===== src/rtl/core/ldf_pkg.sv =====
// ----------------------------------------------------------------------------
// ldf_pkg
// shared types, constants and lookup tables of the luma deblocking core
// ----------------------------------------------------------------------------
package ldf_pkg;

    localparam int SAMPLE_BITS = 8;
    localparam int LINES       = 4;
    localparam int TAPS        = 8;
    localparam int LINE_BITS   = SAMPLE_BITS * TAPS;

    typedef logic [SAMPLE_BITS-1:0] sample_t;
    typedef sample_t [TAPS-1:0]     line_t;
    typedef line_t [LINES-1:0]      seg_t;

    typedef enum logic [1:0] {
        MODE_NONE   = 2'd0,
        MODE_WEAK   = 2'd1,
        MODE_STRONG = 2'd2
    } mode_t;

    // decision results carried with the samples
    typedef struct packed {
        mode_t      mode;
        logic       ep;
        logic       eq;
        logic [4:0] tc;
    } ctl_t;

    function automatic logic [6:0] beta_lut(input logic [5:0] idx);
        logic [6:0] r;
        case (idx)
            6'd16: r = 7'd6;  6'd17: r = 7'd7;  6'd18: r = 7'd8;  6'd19: r = 7'd9;
            6'd20: r = 7'd10; 6'd21: r = 7'd11; 6'd22: r = 7'd12; 6'd23: r = 7'd13;
            6'd24: r = 7'd14; 6'd25: r = 7'd15; 6'd26: r = 7'd16; 6'd27: r = 7'd17;
            6'd28: r = 7'd18; 6'd29: r = 7'd20; 6'd30: r = 7'd22; 6'd31: r = 7'd24;
            6'd32: r = 7'd26; 6'd33: r = 7'd28; 6'd34: r = 7'd30; 6'd35: r = 7'd32;
            6'd36: r = 7'd34; 6'd37: r = 7'd36; 6'd38: r = 7'd38; 6'd39: r = 7'd40;
            6'd40: r = 7'd42; 6'd41: r = 7'd44; 6'd42: r = 7'd46; 6'd43: r = 7'd48;
            6'd44: r = 7'd50; 6'd45: r = 7'd52; 6'd46: r = 7'd54; 6'd47: r = 7'd56;
            6'd48: r = 7'd58; 6'd49: r = 7'd60; 6'd50: r = 7'd62; 6'd51: r = 7'd64;
            default: r = 7'd0;
        endcase
        return r;
    endfunction

    function automatic logic [4:0] tc_lut(input logic [5:0] idx);
        logic [4:0] r;
        case (idx)
            6'd18, 6'd19, 6'd20, 6'd21, 6'd22, 6'd23, 6'd24, 6'd25, 6'd26: r = 5'd1;
            6'd27, 6'd28, 6'd29, 6'd30: r = 5'd2;
            6'd31, 6'd32, 6'd33, 6'd34: r = 5'd3;
            6'd35, 6'd36, 6'd37: r = 5'd4;
            6'd38, 6'd39: r = 5'd5;
            6'd40, 6'd41: r = 5'd6;
            6'd42: r = 5'd7;  6'd43: r = 5'd8;  6'd44: r = 5'd9;  6'd45: r = 5'd10;
            6'd46: r = 5'd11; 6'd47: r = 5'd13; 6'd48: r = 5'd14; 6'd49: r = 5'd16;
            6'd50: r = 5'd18; 6'd51: r = 5'd20; 6'd52: r = 5'd22; 6'd53: r = 5'd24;
            default: r = 5'd0;
        endcase
        return r;
    endfunction

    function automatic logic signed [11:0] iabs12(input logic signed [11:0] v);
        return (v < 0) ? -v : v;
    endfunction

    function automatic sample_t clip_px(input logic signed [11:0] v);
        sample_t r;
        if (v < 0) r = '0;
        else if (v > 12'sd255) r = '1;
        else r = v[SAMPLE_BITS-1:0];
        return r;
    endfunction

    function automatic logic signed [11:0] clamp12(input logic signed [11:0] lo,
                                                    input logic signed [11:0] hi,
                                                    input logic signed [11:0] v);
        logic signed [11:0] r;
        if (v < lo) r = lo;
        else if (v > hi) r = hi;
        else r = v;
        return r;
    endfunction

endpackage


===== src/rtl/core/ldf_param.sv =====
// ----------------------------------------------------------------------------
// ldf_param
// stage 1: qp average, beta and tc lookup, second-derivative activity
// ----------------------------------------------------------------------------
module ldf_param (
    input  logic                    aclk,
    input  logic                    en,
    input  ldf_pkg::seg_t           seg_in,
    input  logic [1:0]              strength,
    input  logic [5:0]              qp_q,
    input  logic [5:0]              qp_p,
    input  logic signed [4:0]       beta_ofs,
    input  logic signed [4:0]       tc_ofs,
    output ldf_pkg::seg_t           seg_out,
    output logic [6:0]              beta_out,
    output logic [4:0]              tc_out,
    output logic                    bs_zero_out,
    output logic [9:0]              dp0_out,
    output logic [9:0]              dp3_out,
    output logic [9:0]              dq0_out,
    output logic [9:0]              dq3_out
);

    logic [1:0]         bs;
    logic [5:0]         qp;
    logic signed [8:0]  bidx;
    logic signed [8:0]  tidx;
    logic [5:0]         bidx_c;
    logic [5:0]         tidx_c;

    function automatic logic [9:0] curv(input ldf_pkg::sample_t a,
                                        input ldf_pkg::sample_t b,
                                        input ldf_pkg::sample_t c);
        logic signed [11:0] v;
        v = $signed({4'd0, c}) - ($signed({4'd0, b}) <<< 1) + $signed({4'd0, a});
        v = ldf_pkg::iabs12(v);
        return v[9:0];
    endfunction

    always_comb begin
        bs   = (strength == 2'd3) ? 2'd2 : strength;
        qp   = 6'((7'(qp_q) + 7'(qp_p) + 7'd1) >> 1);
        bidx = $signed({3'd0, qp}) + 9'(beta_ofs);
        tidx = $signed({3'd0, qp}) + $signed({6'd0, bs, 1'b0}) - 9'sd2 + 9'(tc_ofs);
        if (bidx < 0) bidx_c = '0;
        else if (bidx > 9'sd51) bidx_c = 6'd51;
        else bidx_c = bidx[5:0];
        if (tidx < 0) tidx_c = '0;
        else if (tidx > 9'sd53) tidx_c = 6'd53;
        else tidx_c = tidx[5:0];
    end

    always_ff @(posedge aclk) begin
        if (en) begin
            seg_out     <= seg_in;
            beta_out    <= ldf_pkg::beta_lut(bidx_c);
            tc_out      <= ldf_pkg::tc_lut(tidx_c);
            bs_zero_out <= (bs == 2'd0);
            dp0_out     <= curv(seg_in[0][3], seg_in[0][2], seg_in[0][1]);
            dp3_out     <= curv(seg_in[3][3], seg_in[3][2], seg_in[3][1]);
            dq0_out     <= curv(seg_in[0][4], seg_in[0][5], seg_in[0][6]);
            dq3_out     <= curv(seg_in[3][4], seg_in[3][5], seg_in[3][6]);
        end
    end

endmodule


===== src/rtl/core/ldf_decide.sv =====
// ----------------------------------------------------------------------------
// ldf_decide
// stage 2: filter on/off, strong/weak choice and side flags
// ----------------------------------------------------------------------------
module ldf_decide (
    input  logic           aclk,
    input  logic           en,
    input  ldf_pkg::seg_t  seg_in,
    input  logic [6:0]     beta,
    input  logic [4:0]     tc,
    input  logic           bs_zero,
    input  logic [9:0]     dp0,
    input  logic [9:0]     dp3,
    input  logic [9:0]     dq0,
    input  logic [9:0]     dq3,
    output ldf_pkg::seg_t  seg_out,
    output ldf_pkg::ctl_t  ctl_out
);

    logic [11:0]    d;
    logic [8:0]     side;
    logic [6:0]     tc25;
    logic           s0;
    logic           s3;
    ldf_pkg::ctl_t  ctl;

    function automatic logic strong_ok(input ldf_pkg::line_t s, input logic [10:0] dpq,
                                       input logic [6:0] b, input logic [6:0] t25);
        logic signed [11:0] a;
        logic signed [11:0] c;
        logic signed [11:0] e;
        a = ldf_pkg::iabs12($signed({4'd0, s[0]}) - $signed({4'd0, s[3]}));
        c = ldf_pkg::iabs12($signed({4'd0, s[4]}) - $signed({4'd0, s[7]}));
        e = ldf_pkg::iabs12($signed({4'd0, s[3]}) - $signed({4'd0, s[4]}));
        return ({dpq, 1'b0} < 12'(b >> 2)) && ((a + c) < $signed(12'(b >> 3)))
            && (e < $signed(12'(t25)));
    endfunction

    always_comb begin
        d    = 12'(dp0) + 12'(dq0) + 12'(dp3) + 12'(dq3);
        side = 9'((8'(beta) + 8'(beta >> 1)) >> 3);
        tc25 = 7'((8'(tc) * 8'd5 + 8'd1) >> 1);
        s0   = strong_ok(seg_in[0], 11'(dp0) + 11'(dq0), beta, tc25);
        s3   = strong_ok(seg_in[3], 11'(dp3) + 11'(dq3), beta, tc25);
        ctl.tc   = tc;
        ctl.mode = ldf_pkg::MODE_NONE;
        ctl.ep   = 1'b0;
        ctl.eq   = 1'b0;
        if (!bs_zero && (d < 12'(beta))) begin
            ctl.mode = (s0 && s3) ? ldf_pkg::MODE_STRONG : ldf_pkg::MODE_WEAK;
            ctl.ep   = (11'(dp0) + 11'(dp3)) < 11'(side);
            ctl.eq   = (11'(dq0) + 11'(dq3)) < 11'(side);
        end
    end

    always_ff @(posedge aclk) begin
        if (en) begin
            seg_out <= seg_in;
            ctl_out <= ctl;
        end
    end

endmodule


===== src/rtl/core/ldf_line_filter.sv =====
// ----------------------------------------------------------------------------
// ldf_line_filter
// stage 3: weak and strong filter of one line, result registered
// ----------------------------------------------------------------------------
module ldf_line_filter (
    input  logic            aclk,
    input  logic            en,
    input  ldf_pkg::line_t  line_in,
    input  ldf_pkg::ctl_t   ctl,
    output ldf_pkg::line_t  line_out
);

    typedef logic signed [11:0] v_t;

    v_t p3, p2, p1, p0, q0, q1, q2, q3;
    v_t t2, tcv, h, delta, dcl, dp, dq;
    // 9 and 3 times a full-range step needs more than twelve bits
    logic signed [13:0] raw;
    ldf_pkg::line_t res;

    function automatic v_t asr1(input v_t v);
        return v >>> 1;
    endfunction

    always_comb begin
        p3 = $signed({4'd0, line_in[0]}); p2 = $signed({4'd0, line_in[1]});
        p1 = $signed({4'd0, line_in[2]}); p0 = $signed({4'd0, line_in[3]});
        q0 = $signed({4'd0, line_in[4]}); q1 = $signed({4'd0, line_in[5]});
        q2 = $signed({4'd0, line_in[6]}); q3 = $signed({4'd0, line_in[7]});
        tcv = $signed({7'd0, ctl.tc});
        t2  = tcv <<< 1;
        h   = tcv >>> 1;
        res = line_in;
        raw = (((q0 - p0) <<< 3) + (q0 - p0)) - (((q1 - p1) <<< 1) + (q1 - p1)) + 14'sd8;
        delta = v_t'(raw >>> 4);
        dcl = ldf_pkg::clamp12(-tcv, tcv, delta);
        dp  = ldf_pkg::clamp12(-h, h, asr1(((p2 + p0 + 12'sd1) >>> 1) - p1 + dcl));
        dq  = ldf_pkg::clamp12(-h, h, asr1(((q2 + q0 + 12'sd1) >>> 1) - q1 - dcl));
        case (ctl.mode)
            ldf_pkg::MODE_STRONG: begin
                res[3] = 8'(ldf_pkg::clamp12(p0 - t2, p0 + t2,
                    (p2 + (p1 <<< 1) + (p0 <<< 1) + (q0 <<< 1) + q1 + 12'sd4) >>> 3));
                res[2] = 8'(ldf_pkg::clamp12(p1 - t2, p1 + t2,
                    (p2 + p1 + p0 + q0 + 12'sd2) >>> 2));
                res[1] = 8'(ldf_pkg::clamp12(p2 - t2, p2 + t2,
                    ((p3 <<< 1) + (p2 <<< 1) + p2 + p1 + p0 + q0 + 12'sd4) >>> 3));
                res[4] = 8'(ldf_pkg::clamp12(q0 - t2, q0 + t2,
                    (p1 + (p0 <<< 1) + (q0 <<< 1) + (q1 <<< 1) + q2 + 12'sd4) >>> 3));
                res[5] = 8'(ldf_pkg::clamp12(q1 - t2, q1 + t2,
                    (p0 + q0 + q1 + q2 + 12'sd2) >>> 2));
                res[6] = 8'(ldf_pkg::clamp12(q2 - t2, q2 + t2,
                    (p0 + q0 + q1 + (q2 <<< 1) + q2 + (q3 <<< 1) + 12'sd4) >>> 3));
            end
            ldf_pkg::MODE_WEAK: begin
                if (ldf_pkg::iabs12(delta) < ((tcv <<< 3) + (tcv <<< 1))) begin
                    res[3] = ldf_pkg::clip_px(p0 + dcl);
                    res[4] = ldf_pkg::clip_px(q0 - dcl);
                    if (ctl.ep) res[2] = ldf_pkg::clip_px(p1 + dp);
                    if (ctl.eq) res[5] = ldf_pkg::clip_px(q1 + dq);
                end
            end
            default: res = line_in;
        endcase
    end

    always_ff @(posedge aclk) begin
        if (en) begin
            line_out <= res;
        end
    end

endmodule


===== src/rtl/core/luma_deblocking_edge_filter_core.sv =====
// ----------------------------------------------------------------------------
// luma_deblocking_edge_filter_core
// luma deblocking of one four-line, eight-tap edge segment per word
// ----------------------------------------------------------------------------
// usage
//   s_axis side takes one edge segment per word: four lines of eight samples
//   plus strength, both qps and the slice beta and tc offsets
//   m_axis side gives the four filtered lines and the chosen filter mode
//   three register stages: the result word is valid once it has been
//   registered by all three; throughput is one word per clock unless
//   m_tready stalls; the pipeline holds up to three words
//   the three register stages are parameter lookup, filter decision and
//   line filtering; all four lines are filtered in parallel in the last
//   a stall on m_tready freezes all stages together; s_tready drops only
//   while the output stage is full and not being taken, so nothing is lost
//   or repeated
//   aresetn (synchronous, active low) clears all stage valid bits; the
//   payload registers keep whatever they held
// ----------------------------------------------------------------------------
module luma_deblocking_edge_filter_core (
    input  logic         aclk,
    input  logic         aresetn,
    input  logic         s_tvalid,
    output logic         s_tready,
    // line_zero[63:0], line_one[127:64], line_two[191:128], line_three[255:192],
    // strength[257:256], qp_q_side[263:258], qp_p_side[269:264],
    // beta_shift[274:270], tc_shift[279:275]
    input  logic [279:0] s_tdata,
    output logic         m_tvalid,
    input  logic         m_tready,
    // out_line_zero[63:0] .. out_line_three[255:192], filter_mode[257:256]
    output logic [263:0] m_tdata
);

    // pipeline advances when the output stage is empty or being taken
    logic en;
    logic v1_reg, v2_reg, v3_reg;
    logic v1_next, v2_next, v3_next;

    ldf_pkg::seg_t seg_in;
    ldf_pkg::seg_t seg1, seg2, seg3;
    ldf_pkg::ctl_t ctl2;
    ldf_pkg::mode_t mode_reg;
    logic [6:0] beta1;
    logic [4:0] tc1;
    logic       bz1;
    logic [9:0] dp0, dp3, dq0, dq3;

    assign en       = !v3_reg || m_tready;
    assign s_tready = en;
    assign m_tvalid = v3_reg;

    assign seg_in = s_tdata[255:0];

    always_comb begin
        v1_next = v1_reg;
        v2_next = v2_reg;
        v3_next = v3_reg;
        if (en) begin
            v1_next = s_tvalid;
            v2_next = v1_reg;
            v3_next = v2_reg;
        end
    end

    always_ff @(posedge aclk) begin
        if (!aresetn) begin
            v1_reg <= 1'b0;
            v2_reg <= 1'b0;
            v3_reg <= 1'b0;
        end else begin
            v1_reg <= v1_next;
            v2_reg <= v2_next;
            v3_reg <= v3_next;
        end
    end

    // stage 1: tables and activity
    ldf_param u_param (
        .aclk        (aclk),
        .en          (en),
        .seg_in      (seg_in),
        .strength    (s_tdata[257:256]),
        .qp_q        (s_tdata[263:258]),
        .qp_p        (s_tdata[269:264]),
        .beta_ofs    ($signed(s_tdata[274:270])),
        .tc_ofs      ($signed(s_tdata[279:275])),
        .seg_out     (seg1),
        .beta_out    (beta1),
        .tc_out      (tc1),
        .bs_zero_out (bz1),
        .dp0_out     (dp0),
        .dp3_out     (dp3),
        .dq0_out     (dq0),
        .dq3_out     (dq3)
    );

    // stage 2: mode decision
    ldf_decide u_decide (
        .aclk    (aclk),
        .en      (en),
        .seg_in  (seg1),
        .beta    (beta1),
        .tc      (tc1),
        .bs_zero (bz1),
        .dp0     (dp0),
        .dp3     (dp3),
        .dq0     (dq0),
        .dq3     (dq3),
        .seg_out (seg2),
        .ctl_out (ctl2)
    );

    // stage 3: per-line filters
    for (genvar k = 0; k < ldf_pkg::LINES; k++) begin : g_line
        ldf_line_filter u_line (
            .aclk     (aclk),
            .en       (en),
            .line_in  (seg2[k]),
            .ctl      (ctl2),
            .line_out (seg3[k])
        );
    end

    always_ff @(posedge aclk) begin
        if (en) begin
            mode_reg <= ctl2.mode;
        end
    end

    assign m_tdata = {6'd0, mode_reg, seg3};

endmodule

===== config.mk =====
export PLATFORM = sky130hd
export DESIGN_NAME = luma_deblocking_edge_filter_core
export DESIGN_NICKNAME = d
export VERILOG_FILES = /design/src/rtl/core/ldf_pkg.sv /design/src/rtl/core/ldf_param.sv /design/src/rtl/core/ldf_decide.sv /design/src/rtl/core/ldf_line_filter.sv /design/src/rtl/core/luma_deblocking_edge_filter_core.sv
export SDC_FILE = /design/constraint.sdc
export NUM_CORES = 2
export LEC_CHECK = 0
export ABC_AREA = 1
export CAP_MARGIN = 30
export CORE_ASPECT_RATIO = 1.25
export CORE_MARGIN = 4
export CORE_UTILIZATION = 25
export DETAILED_ROUTE_END_ITERATION = 6
export DONT_BUFFER_PORTS = 1
export PLACE_DENSITY = 0.49
export SETUP_SLACK_MARGIN = 0.05
export SLEW_MARGIN = 20
export SYNTH_ARGS = -nofsm -noshare
export SYNTH_HDL_FRONTEND = slang
export SYNTH_SLANG_ARGS = --single-unit

===== constraint.sdc =====
create_clock -name aclk -period 30.3 [get_ports aclk]
set_clock_uncertainty 0.2 [all_clocks]
set_input_delay 1.515 -clock aclk [delete_from_list [all_inputs] [get_ports aclk]]
set_output_delay 1.515 -clock aclk [all_outputs]
set_load 0.05 [all_outputs]

; ---- Word-level counts from Yosys, hierarchy flattened
; Memories as Yosys holds them, arrays and structs flattened. A register that Yosys moved wholly into a read port is not among the register bits.
; Cells that the tools add are included.
[totals]
regBits = 823
latch_bits = 0
ram_bits = 0
rom_bits = 768
inputBits = 284
out_inout_bits = 266
word_cells = 688
n_memories = 2
[memory_table]
columns = memory, depth, width, read_ports, rd_ports_with_merged_regs, wr, line_no
row1 = (name not given), 64, 7, 1, 1, 0, ldf_pkg.sv:32  ; case (idx)
row2 = (name not given), 64, 5, 1, 1, 0, ldf_pkg.sv:49  ; case (idx)
[classes]
addsub = 280
multipliers = 1
div_mod_pow = 0
order_cmp = 135
n_eq_ne = 3
n_shift = 0
mux = 148
n_bitwise = 0
n_reduce_logical = 10
[op_table]
columns = cell, count
row1 = $mux 8, 96
row2 = $add 12x9->12, 44
row3 = $mux 12, 34
row4 = $add 12x10->12, 26
row5 = $pmux 32 s2, 4
row6 = $lt 12x1->1 const B, 20
row7 = $add 8x6->9, 25
row8 = $sub 8x6->9, 24
row9 = $add 12x4->12 const B, 16
row10 = $gt 12x9->1 const B, 16
row11 = $gt 9x10->1, 16
row12 = $add 8x8->9, 16
row13 = $add 9x12->12, 12
row14 = $lt 9x9->1, 16
row15 = $mux 32, 4
row16 = $sub 8x8->9, 14
row17 = $add 14x14->14, 8
row18 = $add 12x3->12 const B, 8
row19 = $lt 11x12->1, 8
row20 = $sub 11x9->12, 8
row21 = $gt 11x5->1, 8
row22 = $add 8x9->10, 8
row23 = $add 9x1->10 const B, 8
row24 = $gt 10x10->1, 8
row25 = other kinds (45), 130

; ---- Depth between registers and ports, before layout
[logic_depth]
ltp_word = 18
depth_mapped = 84

; ---- By module
; From an unflattened synthesis, not the netlist that was laid out.
[hier_totals]
cells_unflattened = 14203
hier_area_um2 = 116080.1
[by_module_without_submodules]
columns = module, instances, cells_per_inst, area_each_um2, seq_area_each_um2
row1 = ldf_line_filter at g_line[2].u_line, 1, 2902, 21494.4, 1921.8
row2 = ldf_line_filter at g_line[1].u_line, 1, 2870, 21465.6, 1921.8
row3 = ldf_line_filter at g_line[3].u_line, 1, 2861, 21386.8, 1921.8
row4 = ldf_line_filter at g_line[0].u_line, 1, 2854, 21226.6, 1921.8
row5 = ldf_decide, 1, 1507, 15773.9, 7957.6
row6 = ldf_param, 1, 1182, 14498.9, 9278.9
row7 = luma_deblocking_edge_filter_core, 1, 27, 234.0, 120.1

; ---- Worst setup path after synthesis
; No wires, ideal clock.
[synth_timing]
path_type = input to output
from = input port m_tready
to = output port s_tready
arrival_ns = 17.900
required_time_ns = 28.585
path_slack_ns = 10.685
stages = 2
n_path_buf = 0
cell_sequence = nor2_1 inv_1
[synth_between]
elab_chain_len = 1
[synth_rtl]
columns = element, line_no
row1 = "start, declared", luma_deblocking_edge_filter_core.sv:30  ; input logic m_tready,
row2 = $logic_or 1x1->1, luma_deblocking_edge_filter_core.sv:49  ; assign en = !v3_reg || m_tready;
row3 = "end, declared", luma_deblocking_edge_filter_core.sv:24  ; output logic s_tready,
; No other way between the ends.

==> flow_results.org <==
** Status
- The run finished with clean final reports.

** Drt
- Aggregate routed wire length :: 426000 µm
- The detailed router placed 94200 vias in this run.
- The count of nets left with antenna violations once routing finished came out at 0.
- WL met3 :: 20200 µm
- The highest layer touched by signal routing is met5.
- Detailed router's first-iteration violation count :: 5460
- Met1 WL :: 177000 µm
- Detailed routing placed a total of 211000 µm of wire on met2.
- In the routed design, unresolved DRC markers number 0.
- In the final routed layout, each cell accounts on average for 21.2 µm.
- Before antenna repair, the detailed router went through 7 iterations.
- Routed vias/inst :: 4.69

** STA
- After routing, the total negative slack on setup checks comes to 0 ns.
- Achievable frequency :: 69.7 MHz
- The number of failing hold endpoints at the final stage was 0.
- Setup repair after global routing missed its margin :: no
- Setup violations remaining at the end of the flow were counted as 0.
- For the pin with the worst max-slew slack, the measured transition is 1.03 ns.
- The max-slew violation count was 0.
- Worst slew margin relative to its limit :: 0.304
- Hold_ws :: 0.205 ns
- Fin crit period :: 14.34 ns
- In the finished design, the share of the clock period the worst path needs comes to 0.473.

** Global routing
- Remaining global-route overflow :: 0
- The first global-routing pass estimated 620000 µm of wire.
- Vias in the first global route :: 93900
- Across every metal layer, demand over resource in global routing totals 0.177.
- The number of antenna violations at the first check in global routing is 25.
- Entering global routing, the biggest net connects 131 pins.

** Critical path
- The worst setup path is of the register to register kind.
- Critical path startpoint :: u_decide.seg_out[81]
- R2r startpoint :: u_decide.seg_out[81]
- The worst setup path is launched from a register.
- CP Capture Point :: g_line[1].u_line.line_out[44]
- In this design, the stage delay of the slowest critical-path cell is 0.79 ns.
- For flop-to-flop paths, the worst setup slack is 15.96 ns.
- The worst register-to-register path ends at g_line[1].u_line.line_out[44].
- Cell type of the slowest stage on the worst timing path :: sky130_fd_sc_hd__edfxtp_1
- In this design, the critical path's most frequently occurring cell is sky130_fd_sc_hd__nand2_1.
- STA puts the critical path data arrival time at 14.75 ns.
- Critical path capture point type :: register
- Path depth of the worst reg2reg path :: 72
- Data required, critical path :: 30.71 ns
- Critical Path Fanout Max :: 14

** Placed design
- After legalization and detailed placement, the total HPWL measured 344000 µm.
- At the end of routability-driven placement, the weighted congestion stood at 0.912.
- The count of buffers added on input and output ports is 0.

** Synth
- In this run the cell area of the synthesized design comes to 114000 µm².
- Dividing the synthesized area by the synthesized cell count gives 8.32 µm².
- The synthesized netlist contains 85 unique library cells.
- In the synthesized netlist the async set-or-reset flop fraction comes to 0.
- Synthesis inferred 835 register bits.
- Synthesis produced 13800 cells.
- The most used flip-flop cell after synthesis is sky130_fd_sc_hd__edfxtp_1.
- Yosys printed 0 warnings.
- Yosys mapped a number of flops with a built-in enable equal to 832.
- Of the synthesized area, sequential elements account for 0.219.

** CTS
- Setup Buffers After CTS :: 0
- The H-tree generated during clock tree synthesis spans 3 levels.
- TritonCTS built the clock tree.
- Max Buffers Root-to-Sink :: 4
- For this design, the sink count on the clock tree is 835.
- Clock-pin slew on the worst setup and hold paths :: 0.07 ns
- Number of instances resized during post-cts repair :: 0
- Root buffer selected by CTS :: sky130_fd_sc_hd__clkbuf_16
- Clock insertion delay at the later pin of the skew report :: 0.89 ns
- The number of clock buffers added by TritonCTS is 106.
- Hold repair after CTS inserted 0 buffers.

** Cells and area
- Compared with the post-synthesis result, the final layout area differs by 10.9%.
- Leading cell types in the layout, fill and taps excluded :: sky130_fd_sc_hd__inv_1 (2509), sky130_fd_sc_hd__ha_1 (2144), sky130_fd_sc_hd__nand2_1 (1918), sky130_fd_sc_hd__a21oi_1 (1360), sky130_fd_sc_hd__edfxtp_1 (832)
- The library cell used most frequently in the layout, excluding fill and tap cells, is sky130_fd_sc_hd__inv_1.
- The largest registers in the layout are g_line.u_line.line_out (256), u_decide.seg_out (256), u_param.seg_out (256).
- Share of layout cells above drive strength 1 :: 0.0525
- For this run, the post-layout net count is 17000.

** Floorplanning
- In this run the core area contains 277 standard-cell rows.
- The die is 613 µm wide.
- Boundary pin count :: 550
- For this configuration, the core starts out at a cell density of 0.251.
- After floorplanning, the core was sized to cover 456000 µm².
- DIE AREA :: 469000 µm²
- In this run the vertical extent of the chip is 765 µm.

** Worst hold path
- The worst hold path belongs to the class register to register.

** Run
- Max-cap viol count :: 0
synthesized netlist by cell type, drive strengths merged, types with 9 or more instances:
cell type,count,area share
a211o,9,0.00069
a211oi,47,0.0031
a21o,108,0.0071
a21oi,1388,0.062
a221o,31,0.0027
a22oi,34,0.0022
a31oi,133,0.0073
and2,15,0.00086
buf,25,0.0015
clkbuf,107,0.0035
clkinv,30,0.00099
edfxtp,832,0.22
fa,553,0.097
ha,2147,0.23
inv,2551,0.084
nand2,2001,0.068
nand3,520,0.024
nand3b,16,0.0010
nand4,99,0.0055
nor2,765,0.026
nor3,61,0.0028
nor4,24,0.0013
o211ai,107,0.0071
o21a,17,0.0011
o21ai,722,0.032
o21bai,216,0.014
o22ai,22,0.0012
o311ai,10,0.00083
o31a,9,0.00069
o31ai,21,0.0014
o41ai,13,0.00099
or2,74,0.0041
xnor2,317,0.024
xor2,673,0.052
routing by layer:
layer / vias to the layer above / global-route usage
met5: - / 0
met2: 1998 / 0.319
met1: 45000 / 0.213
met4: 12 / 0.0669
li1: 46600 / -
met3: 582 / 0.0244
critical path: cells and delay by family, from the launching register on:
kind,cells,cell delay [ns]
compound gates,26,4.37
fa+ha+maj,11,4.27
xor+xnor,3,1.20
buf+inv,10,1.45
flops,1,0.79
simple gates,22,1.74
cell type report:
cell class	instances	area, µm²
fill	49000	329000
multi-input combinational	10200	79300
sequential	835	25000
inverter	2581	9730
tap	5998	7500
clock buffer	116	2710
timing repair buffer	232	1910
clock inverter	75	798
antenna	9	22.5
how the worst min path moves through the flow:
stage / startpoint / end / slack (ns) / depth (start not counted)
6_report: u_param.seg_out[99] / u_decide.seg_out[99] / 0.21 / 0
2_1_floorplan: u_param.seg_out[100] / u_decide.seg_out[100] / 0.20 / 0
3_3_place_gp: u_param.seg_out[45] / u_decide.seg_out[45] / 0.20 / 0
3_5_place_dp: u_param.seg_out[121] / u_decide.seg_out[121] / 0.20 / 0
5_1_grt: u_param.seg_out[73] / u_decide.seg_out[73] / 0.19 / 0
4_1_cts: u_param.seg_out[73] / u_decide.seg_out[73] / 0.18 / 0
through the flow:
step | utilization | area (µm²) | cells | setup slack (ns)
after floorplan | - | 115000 | 13800 | 10.69
after global placement | 0.270 | 123000 | 19900 | 16.08
after detailed placement | 0.271 | 123000 | 19900 | 15.99
after CTS | 0.278 | 127000 | 20100 | 15.87
after global routing | 0.279 | 127000 | 20100 | 14.54
final | 0.279 | 127000 | 20100 | 15.96
kinds of logic (layout without fill, tap and decap cells):
group	count (synthesis)	after routing	share of synthesized area
xor gates and xnor gates	990	990	0.0762
and+or+nand+nor	3585	3585	0.135
DFF	835	835	0.219
buffers and inverters	2713	3004	0.0898
AOI/OAI and AO/OA	2938	2938	0.149
other	1	23	0.0000328
adders and majority gates	2700	2700	0.331
muxes	1	1	0.0000984
Power is left out: the tool's default activity adds up to more than one toggle a clock period on the data nets, which glitch-free logic cannot reach.
